`config.mk`:
```
export PLATFORM = sky130hd
export DESIGN_NAME = tnfc_queue
export DESIGN_NICKNAME = d
export VERILOG_FILES = /design/src/design/tnfc_pkg.sv /design/src/design/tnfc_queue.sv
export SDC_FILE = /design/constraint.sdc
export NUM_CORES = 1
export LEC_CHECK = 0
export BUFFER_PORTS_ARGS = -buffer_cell sky130_fd_sc_hd__buf_4
export CORE_AREA = 2 2 689 691
export DETAILED_ROUTE_END_ITERATION = 10
export DIE_AREA = 0 0 691 693
export SLEW_MARGIN = 10
export SYNTH_ARGS = -nofsm -noshare
export SYNTH_HDL_FRONTEND = slang
export SYNTH_SLANG_ARGS = --single-unit
```
`constraint.sdc`:
```
create_clock -name clk -period 89.8 [get_ports clk]
set_clock_uncertainty 0.1 [all_clocks]
set_input_delay 17.96 -clock clk [delete_from_list [all_inputs] [get_ports clk]]
set_output_delay 17.96 -clock clk [all_outputs]
set_load 0.02 [all_outputs]
```
`src/design/tnfc_pkg.sv`:
```
// ----------------------------------------------------------------------------
// tnfc_pkg: shared types and constants of the triangle near/far clipper
// Vertex and triangle types, outcodes, back end sequencer states.
// ----------------------------------------------------------------------------
`default_nettype none

package tnfc_pkg;

	localparam int ATTR_W = 32;
	localparam int NATTR  = 9;
	localparam int TBITS  = 62 - ATTR_W;
	localparam int MAXV   = 5;

	// configuration register indexes
	localparam logic CFG_WIDTH  = 1'b0;
	localparam logic CFG_HEIGHT = 1'b1;

	// attribute slots of a vertex
	localparam int A_X  = 0;
	localparam int A_Y  = 1;
	localparam int A_Z  = 2;
	localparam int A_W  = 3;
	localparam int A_NX = 4;
	localparam int A_NY = 5;
	localparam int A_NZ = 6;
	localparam int A_U  = 7;
	localparam int A_V  = 8;

	localparam logic [1:0] CODE_NONE = 2'b00;
	localparam logic [1:0] CODE_FAR  = 2'b01;
	localparam logic [1:0] CODE_NEAR = 2'b10;
	localparam logic [1:0] CODE_BOTH = 2'b11;

	typedef logic [NATTR-1:0][ATTR_W-1:0] vtx_t;

	typedef struct packed {
		vtx_t [2:0]       v;
		logic [2:0][1:0]  code;
	} tri_t;

	typedef enum logic [3:0] {
		BK_IDLE,
		BK_CORNER,
		BK_PLAN,
		BK_PREP,
		BK_CHECK,
		BK_DIV,
		BK_DIFF,
		BK_MUL,
		BK_ADD,
		BK_EMIT,
		BK_FLUSH
	} back_state_t;

	function automatic logic signed [ATTR_W:0] sx(input logic [ATTR_W-1:0] a);
		sx = $signed({a[ATTR_W-1], a});
	endfunction

endpackage

`default_nettype wire

```
`src/design/tnfc_queue.sv`:
```
// ----------------------------------------------------------------------------
// tnfc_queue: two-entry triangle queue
// Decouples classification from clipping.
// ----------------------------------------------------------------------------
`default_nettype none

module tnfc_queue (
	input  wire logic            clk,
	input  wire logic            arst_n,
	input  wire logic            push,
	input  wire tnfc_pkg::tri_t  push_tri,
	input  wire logic            pop,
	output logic                 full,
	output logic                 not_empty,
	output tnfc_pkg::tri_t       head
);

	tnfc_pkg::tri_t [1:0] mem_q;
	logic               wr_q, rd_q;
	logic [1:0]         cnt_q;

	assign full      = cnt_q == 2'd2;
	assign not_empty = cnt_q != 2'd0;
	assign head      = mem_q[rd_q];

	always_ff @(posedge clk or negedge arst_n) begin
		if (!arst_n) begin
			wr_q  <= 1'b0;
			rd_q  <= 1'b0;
			cnt_q <= 2'd0;
		end else begin
			if (push)
				wr_q <= ~wr_q;
			if (pop)
				rd_q <= ~rd_q;
			if (push && !pop)
				cnt_q <= cnt_q + 2'd1;
			else if (pop && !push)
				cnt_q <= cnt_q - 2'd1;
		end
	end

	always_ff @(posedge clk) begin
		if (push)
			mem_q[wr_q] <= push_tri;
	end

endmodule

`default_nettype wire

```
==> impl_results.md <==
- Outcome: completed
- Post-CTS resize count: 0
- GR Overflow Total: 0
- Routed WL: 334000 um
- Pre-CTS setup slack: 66.15 ns
- Max layer used: met5
- Syn_nets: 3598
- Post-DRT Antenna Nets: 0
- CTS buffer count: 204
- First-pass GRT wire length: 411000 um
- Seq cells post-synth: 1744
- Buf/Inv on CP: 6
- Crit Path Class: register to output pin
- Metal2 WL: 154000 um
- I/O Buffers: 1745
- Total setup buffers inserted after CTS: 0
- Site row count: 253
- Critical path's top delay family: buffers and inverters
- Drt wl/cell: 30.0 um
- Critical Path AT: 6.48 ns
- Cell count after synthesis: 2723
- Power Dens Cells: 34.0 mW/mm2
- Slowest stage delay, CP: 0.89 ns
- Headroom to the max-slew limit: 0.226
- Hold Startpoint: cnt_q[1]
- Final nets: 5492
- Worst Reg-to-Reg Cells: 6
- Setup violations, final: 0
- Initial antenna violation count: 340
- Worst hold endpoint: cnt_q[1]
- Clock transition at path regs: 0.06 ns
- R2R Path End: mem_q[1736]
- Cell accounting for the most synthesized area: edfxtp_1
- Layout cells sized above 1: 0.620
- Max Slew Vio Count: 0
- Width of the die: 691 um
- Final setup margin: 65.26 ns
- Worst setup EP type: output pin
- Setup TNS: 0 ns
- Synth area leaders: edfxtp_1 82%, mux2_2 12%, mux2_4 4.5%
- Yosys top cell area share: 0.820
- GPL Wtd Cong: 1.04
- Vias in the first global route: 36300
- R2r setup slk: 84.51 ns
- Startpoint types: register
- Slew of the pin with the lowest slew margin: 1.16 ns
- Cell Area, Synth: 0.0637 mm2
- Hold Path Cell Cnt: 1
- RSZ-0062 raised after global routing: no
- Post-synthesis sequential area ratio: 0.822
- Wl on met1: 118000 um
- Clock Tree Buf Depth: 4
- I/O Pins: 1746
- Mean post-synth cell area: 23.4 um2
- Die H: 693 um
- First-pass detailed-route iteration total: 5
- Average vias per placed instance: 3.27
- CTS tree: done
- CTS Sinks: 1744
- Die area: 0.479 mm2
- FMAX: 40.8 MHz
- Slowest CP cell: dfrtp_4
- Max-Cap Viols: 0
- VDD IR max: 25.9 uV
- Fin crit share: 0.273
- Via Count: 36400
- Area grow syn2layout: 43.1%
- Post-CTS Hold Fix Bufs: 0
- Crit-path max FO: 86
- Drt drc: 0
- Final HPWL DP: 276000 um
- Core ar.: 0.472 mm2
- Routed wl met3: 50900 um
- Synth unique cells: 15
- Hold Crit Class: register to register
- Lkg Pwr: 0.0325 uW
- Total Routing Usage GR: 0.133
- Root Driver: clkbuf_16
- Fin crit period: 24.54 ns
- Final Hold Fails: 0
- Htree depth: 4
- Largest net degree at the start of global routing: 146
- Initial core utilization: 0.135
- Worst Path Required: 71.74 ns
- Critical Path Most Common Cell: buf_4
- Worst skew pair latency: 0.84 ns
- Synth warn: 0
- Critical path, cell by cell: buf_12 > buf_4 > buf_4 > buf_4 > buf_4 > mux2_2 > buf_4
- DRT iter0 DRCs: 3414
- Reg-to-reg critical path startpoint: wr_q
cell usage in the layout, fill, tap and decap left out, drive strengths merged, types with 2 or more instances in the layout:
master / instances
buf: 1785
edfxtp: 1740
mux2: 870
clkbuf: 233
clkinv: 94
diode: 78
bufinv: 23
inv: 15
clkinvlp: 13
xor2: 4
dfrtp: 4
nor2b: 2
flip-flops by register name, indices dropped and copies added, names as in the netlist:
register  cells
wr_q          1
mem_q      1740
rd_q          1
cnt_q         2
synthesized netlist by cell type:
cell	count
nor2b_1	2
inv_1	1
and2_1	1
xnor2_1	1
xor2_1	4
dfrtp_1	4
mux2_2	680
ha_1	1
buf_6	22
edfxtp_1	1740
buf_4	60
nor2_1	1
mux2_4	190
or2_2	1
buf_2	15
layer usage:
metal | track usage | up-vias
li1 | - | 14900
met1 | 0.142 | 18500
met2 | 0.213 | 1962
met3 | 0.0909 | 752
met4 | 0.0365 | 194
met5 | 0 | -
per-stage QoR:
stage	total power (uW)	std cells	area (um2)	hold WS, ns	utilization
global placement	2280	10700	84200	0.369	0.178
global route	3220	11000	91000	0.410	0.193
CTS	3150	11000	91000	0.397	0.193
finish	3100	11100	91200	0.396	0.193
detailed placement	2290	10700	84200	0.389	0.178
floorplan	1960	2723	63700	0.347	-
power breakdown:
part / switching, uW / internal, uW / total [uW]
Combinational: 699 / 438 / 1140
Sequential: 37.5 / 1080 / 1120
Clock: 356 / 490 / 846
Total: 1090 / 2010 / 3100
cell families after synthesis:
kind of cell | Yosys count | share of synthesized area
xor+xnor | 5 | 0.000687
simple gates | 5 | 0.000452
fa+ha+maj | 1 | 0.000196
mux | 870 | 0.165
buf+inv | 98 | 0.0122
flops | 1744 | 0.822
final cells by class:
class | instances | area, um2
repair buffers | 1785 | 13500
fillers | 50300 | 381000
multi-input cells | 881 | 10600
clock buffers | 233 | 5260
inverters | 1 | 3.75
clock inverters | 144 | 1520
diodes | 78 | 195
well taps | 6247 | 7820
flip-flops and latches | 1744 | 52400
worst max path at each step:
stage | from | end | cells after the start
floorplan | push | mem_q[0] | 1
global placement | rd_q | head[12] | 7
detailed placement | rd_q | head[12] | 7
CTS | rd_q | head[28] | 7
global route | rd_q | head[28] | 7
finish | rd_q | head[28] | 7
(Power assumes the default switching activity.)
