`src/design/tnfc_pkg.sv`:
```
// ----------------------------------------------------------------------------
// tnfc_pkg: shared types and constants of the triangle near/far clipper
// Vertex and triangle types, outcodes, back end sequencer states.
// ----------------------------------------------------------------------------
`default_nettype none

package tnfc_pkg;

	localparam int ATTR_W = 32;
	localparam int NATTR  = 9;
	localparam int TBITS  = 62 - ATTR_W;
	localparam int MAXV   = 5;

	// configuration register indexes
	localparam logic CFG_WIDTH  = 1'b0;
	localparam logic CFG_HEIGHT = 1'b1;

	// attribute slots of a vertex
	localparam int A_X  = 0;
	localparam int A_Y  = 1;
	localparam int A_Z  = 2;
	localparam int A_W  = 3;
	localparam int A_NX = 4;
	localparam int A_NY = 5;
	localparam int A_NZ = 6;
	localparam int A_U  = 7;
	localparam int A_V  = 8;

	localparam logic [1:0] CODE_NONE = 2'b00;
	localparam logic [1:0] CODE_FAR  = 2'b01;
	localparam logic [1:0] CODE_NEAR = 2'b10;
	localparam logic [1:0] CODE_BOTH = 2'b11;

	typedef logic [NATTR-1:0][ATTR_W-1:0] vtx_t;

	typedef struct packed {
		vtx_t [2:0]       v;
		logic [2:0][1:0]  code;
	} tri_t;

	typedef enum logic [3:0] {
		BK_IDLE,
		BK_CORNER,
		BK_PLAN,
		BK_PREP,
		BK_CHECK,
		BK_DIV,
		BK_DIFF,
		BK_MUL,
		BK_ADD,
		BK_EMIT,
		BK_FLUSH
	} back_state_t;

	function automatic logic signed [ATTR_W:0] sx(input logic [ATTR_W-1:0] a);
		sx = $signed({a[ATTR_W-1], a});
	endfunction

endpackage

`default_nettype wire

```
`src/design/tnfc_front.sv`:
```
// ----------------------------------------------------------------------------
// tnfc_front: corner collection and triangle classification
// Holds two corners, culls on the third and pushes survivors to the queue.
// ----------------------------------------------------------------------------
`default_nettype none

module tnfc_front (
	input  wire logic               clk,
	input  wire logic               arst_n,
	input  wire logic               in_valid,
	output logic                    in_stall,
	input  wire tnfc_pkg::vtx_t     in_vtx,
	input  wire logic               q_full,
	output logic                    push_valid,
	output tnfc_pkg::tri_t          push_tri
);

	logic [1:0]            cnt_q;
	tnfc_pkg::vtx_t [1:0]  hold_q;
	logic                  accept;
	logic                  culled;
	logic [2:0]            xl, xh, yl, yh;

	assign in_stall = (cnt_q == 2'd2) && q_full;
	assign accept   = in_valid && !in_stall;

	always_comb begin
		logic signed [tnfc_pkg::ATTR_W:0] x, y, z, w, nw;
		x = '0;
		y = '0;
		z = '0;
		w = '0;
		nw = '0;
		push_tri.v[0] = hold_q[0];
		push_tri.v[1] = hold_q[1];
		push_tri.v[2] = in_vtx;
		for (int k = 0; k < 3; k++) begin
			x  = tnfc_pkg::sx(push_tri.v[k][tnfc_pkg::A_X]);
			y  = tnfc_pkg::sx(push_tri.v[k][tnfc_pkg::A_Y]);
			z  = tnfc_pkg::sx(push_tri.v[k][tnfc_pkg::A_Z]);
			w  = tnfc_pkg::sx(push_tri.v[k][tnfc_pkg::A_W]);
			nw = -w;
			xl[k] = x < nw;
			xh[k] = x > w;
			yl[k] = y < nw;
			yh[k] = y > w;
			if (z < nw)
				push_tri.code[k] = tnfc_pkg::CODE_NEAR;
			else if (z > w)
				push_tri.code[k] = tnfc_pkg::CODE_FAR;
			else
				push_tri.code[k] = tnfc_pkg::CODE_NONE;
		end
		culled = (&xl) || (&xh) || (&yl) || (&yh)
			|| ((push_tri.code[0] & push_tri.code[1] & push_tri.code[2]) != 2'b00);
	end

	assign push_valid = accept && (cnt_q == 2'd2) && !culled;

	always_ff @(posedge clk or negedge arst_n) begin
		if (!arst_n) begin
			cnt_q <= 2'd0;
		end else if (accept) begin
			cnt_q <= (cnt_q == 2'd2) ? 2'd0 : cnt_q + 2'd1;
		end
	end

	always_ff @(posedge clk) begin
		if (accept && cnt_q != 2'd2)
			hold_q[cnt_q[0]] <= in_vtx;
	end

endmodule

`default_nettype wire

```
`config.mk`:
```
export PLATFORM = sky130hd
export DESIGN_NAME = tnfc_front
export DESIGN_NICKNAME = d
export VERILOG_FILES = /design/src/design/tnfc_pkg.sv /design/src/design/tnfc_front.sv
export SDC_FILE = /design/constraint.sdc
export NUM_CORES = 1
export LEC_CHECK = 0
export ABC_AREA = 1
export BUFFER_PORTS_ARGS = -buffer_cell sky130_fd_sc_hd__buf_2
export CORE_AREA = 4 4 452 454
export DETAILED_ROUTE_END_ITERATION = 12
export DIE_AREA = 0 0 456 458
export PLACE_DENSITY_LB_ADDON = 0.12
export SLEW_MARGIN = 20
export SYNTH_ARGS = -nofsm -noshare
export SYNTH_HDL_FRONTEND = slang
export SYNTH_SLANG_ARGS = --single-unit
```
`constraint.sdc`:
```
create_clock -name clk -period 21.5 [get_ports clk]
set_input_delay 4.3 -clock clk [delete_from_list [all_inputs] [get_ports clk]]
set_output_delay 4.3 -clock clk [all_outputs]
set_load 0.05 [all_outputs]
```
==> results.cfg <==
[outcome]
status = completed

[timing]
hold_viol_final = 0
period_share = 0.634
worstMarginPinSlew_ns = 1.08
clock_skew_ns = 0.0397
finalSetupTns_ns = 0
slew_viol_final = 0
setup_violations = 0
rsz0062_at_grt = no
fin_crit_ns = 13.63
clock.fmax_mhz = 73.4
relSlewSlack = 0.282

[layout]
nets = 4986
multi_input_area_um2 = 14300
areaGrowthSynthToFinish_pct = 28.5
num-fill-cells = 21700
layout_common_cells = 1163 x buf_2, 576 x edfxtp_1, 567 x ha_1
regArea_um2 = 17300
final_common_cell = buf_2
layout-drive-gt1-share = 0.322

[flow_run]
cap_violations = 0

[route]
drt-vias-per-instance = 4.09
drc = 0
drt-total-wl_mm = 201
routed-via-count = 28000
drt_first_pass_iters = 5
drtIter0Drc = 1479
wl_per_cell_um = 29.2
drtAntennaViolNets = 0

[critical_path]
crit_path_end = push_valid
cp_max_fo = 7
max_stage_delay_ns = 0.39
crit_slowest_cell = xor2_1
r2r_setup_slack_ns = 17.67
crit_type = input port to primary output
reg2reg_to = push_tri[563]$_DFFE_PP_
critPathMostFrequentCell = nand3_2
crit_path_start = in_vtx[96]
r2r_cells = 7
cp-end-kind = primary output
rr_startpoint = cnt_q[0]$_DFFE_PN0P_
cp.required_ns = 17.20
crit_path_start_kind = input port
arrival_ns = 9.33

[clock_network]
cts_made_buffers = 80
postCtsSetupRepairBufs = 0
tritoncts = done
clk_pin_slew_ns = 0.05
cts_hold_buf = 0
cts_root_buf = clkbuf_16
htree_levels = 3
cts_resized = 0
insertion_delay_ns = 0.70
clkSinkCount = 578
clockBufferDepth = 3

[pwr]
finalPower_mw = 5.03
p_per_area_nw_per_um2 = 113
power.leakage_nw = 19.8
ir_drop_mv = 0.0605

[global_route]
grt_usage = 0.185
grt_max_degree = 129
overflow = 0
grt_pass1_vias = 28500
antenna_found_initial = 49
grt_pass1_wl_mm = 262

[yosys]
synth_top_area_frac = 0.497
synthArstFlopShare = 0.00346
netlist_top_cells_area = edfxtp_1 50%, ha_1 20%, buf_4 6.2%
synth_area_per_cell_um2 = 11.1
ys.flop_type = edfxtp_1
ys_ff_latch = 578
yosysSeqAreaShare = 0.498
yosysWarnings = 0
yosysTopAreaCell = edfxtp_1
synth_area_um2 = 34800
synth_cell_types = 49
syn_inst = 3146
synth_edf_count = 576
syn_nets = 4005

[floorplan]
dieHeight_um = 458
ioPinCount = 1164
initial_core_util = 0.174
core-area_um2 = 200000
die_area_um2 = 209000
die_w_um = 456
row_count = 164

[place]
place_hpwl_mm = 169
port_buffers = 1163
place_congestion = 0.854

[hold_path]
min_path_type = flip-flop to flip-flop
## critical path, delay by kind of cell
family        cells  cell delay (ns)
xor+xnor          1             0.39
fa+ha+maj         2             0.58
simple gates     26             3.50
buf+inv           3             0.55
## cell usage after synthesis, types with 15 or more instances
cell      count
a211oi_1     18
a21oi_1     240
buf_4       288
edfxtp_1    576
ha_1        567
inv_1       265
nand2_1     490
nand3_1     100
nand4_1      65
nor2_1      186
nor3_1       47
nor4_1       22
o211ai_1     15
o21ai_0      87
xor2_1       69
## how the worst min path moves through the flow
| stage | startpoint | endpoint | slack (ns) | cells past startpoint |
|---|---|---|---|---|
| after global routing | cnt_q[1]$_DFFE_PN0P_ | cnt_q[1]$_DFFE_PN0P_ | 0.57 | 1 |
| after global placement | cnt_q[1]$_DFFE_PN0P_ | cnt_q[1]$_DFFE_PN0P_ | 0.54 | 1 |
| final | cnt_q[1]$_DFFE_PN0P_ | cnt_q[1]$_DFFE_PN0P_ | 0.55 | 1 |
| after detailed placement | cnt_q[1]$_DFFE_PN0P_ | cnt_q[1]$_DFFE_PN0P_ | 0.54 | 1 |
| after floorplan | cnt_q[1]$_DFFE_PN0P_ | cnt_q[1]$_DFFE_PN0P_ | 0.48 | 1 |
| after CTS | cnt_q[1]$_DFFE_PN0P_ | cnt_q[1]$_DFFE_PN0P_ | 0.55 | 1 |
## cell families after synthesis
logic type,synth area share
XOR/XNOR,0.0176
AND/OR/NAND/NOR,0.123
flip-flops,0.498
adder cells (fa/ha/maj),0.204
AO/OA/AOI/OAI,0.0657
buffers and inverters,0.0911
## sequential cells by signal (all words and copies together), names as in the netlist
| signal | flops |
|---|---|
| push_tri | 576 |
| cnt_q | 2 |
## per-layer routing
layer  vias up  part of all wire  global-route usage
met1     13800              0.38               0.202
met4        42             0.041              0.0726
met3       232             0.060              0.0480
met5         -            0.0012                   0
li1      13000                 -                   -
met2       927              0.52               0.340
## power breakdown
part	total [mW]	internal (mW)	switching, mW
logic	1.98	0.428	1.56
clock network	1.38	0.790	0.588
registers	1.67	1.51	0.164
total	5.03	2.73	2.31
## stage by stage
step | util | hold slack [ns] | worst slack, ns | cell area [um2] | cells
2_1_floorplan | - | 0.480 | 4.04 | 34800 | 3146
3_3_place_gp | 0.210 | 0.541 | 7.78 | 42000 | 6701
3_5_place_dp | 0.210 | 0.545 | 7.73 | 42000 | 6701
4_1_cts | 0.224 | 0.553 | 7.70 | 44700 | 6848
5_1_grt | 0.224 | 0.570 | 7.40 | 44700 | 6854
6_report | 0.224 | 0.545 | 7.87 | 44700 | 6861
## area by class of cell
class	count	area share
Clock buffer	98	0.0468
Inverter	269	0.0226
Clock inverter	49	0.0132
Sequential cell	578	0.388
Timing Repair Buffer	1187	0.134
Tap cell	2656	0.0743
Antenna cell	13	0.000727
Multi-Input combinational cell	2011	0.320
Note: power is estimated with default switching activity, not from simulation.
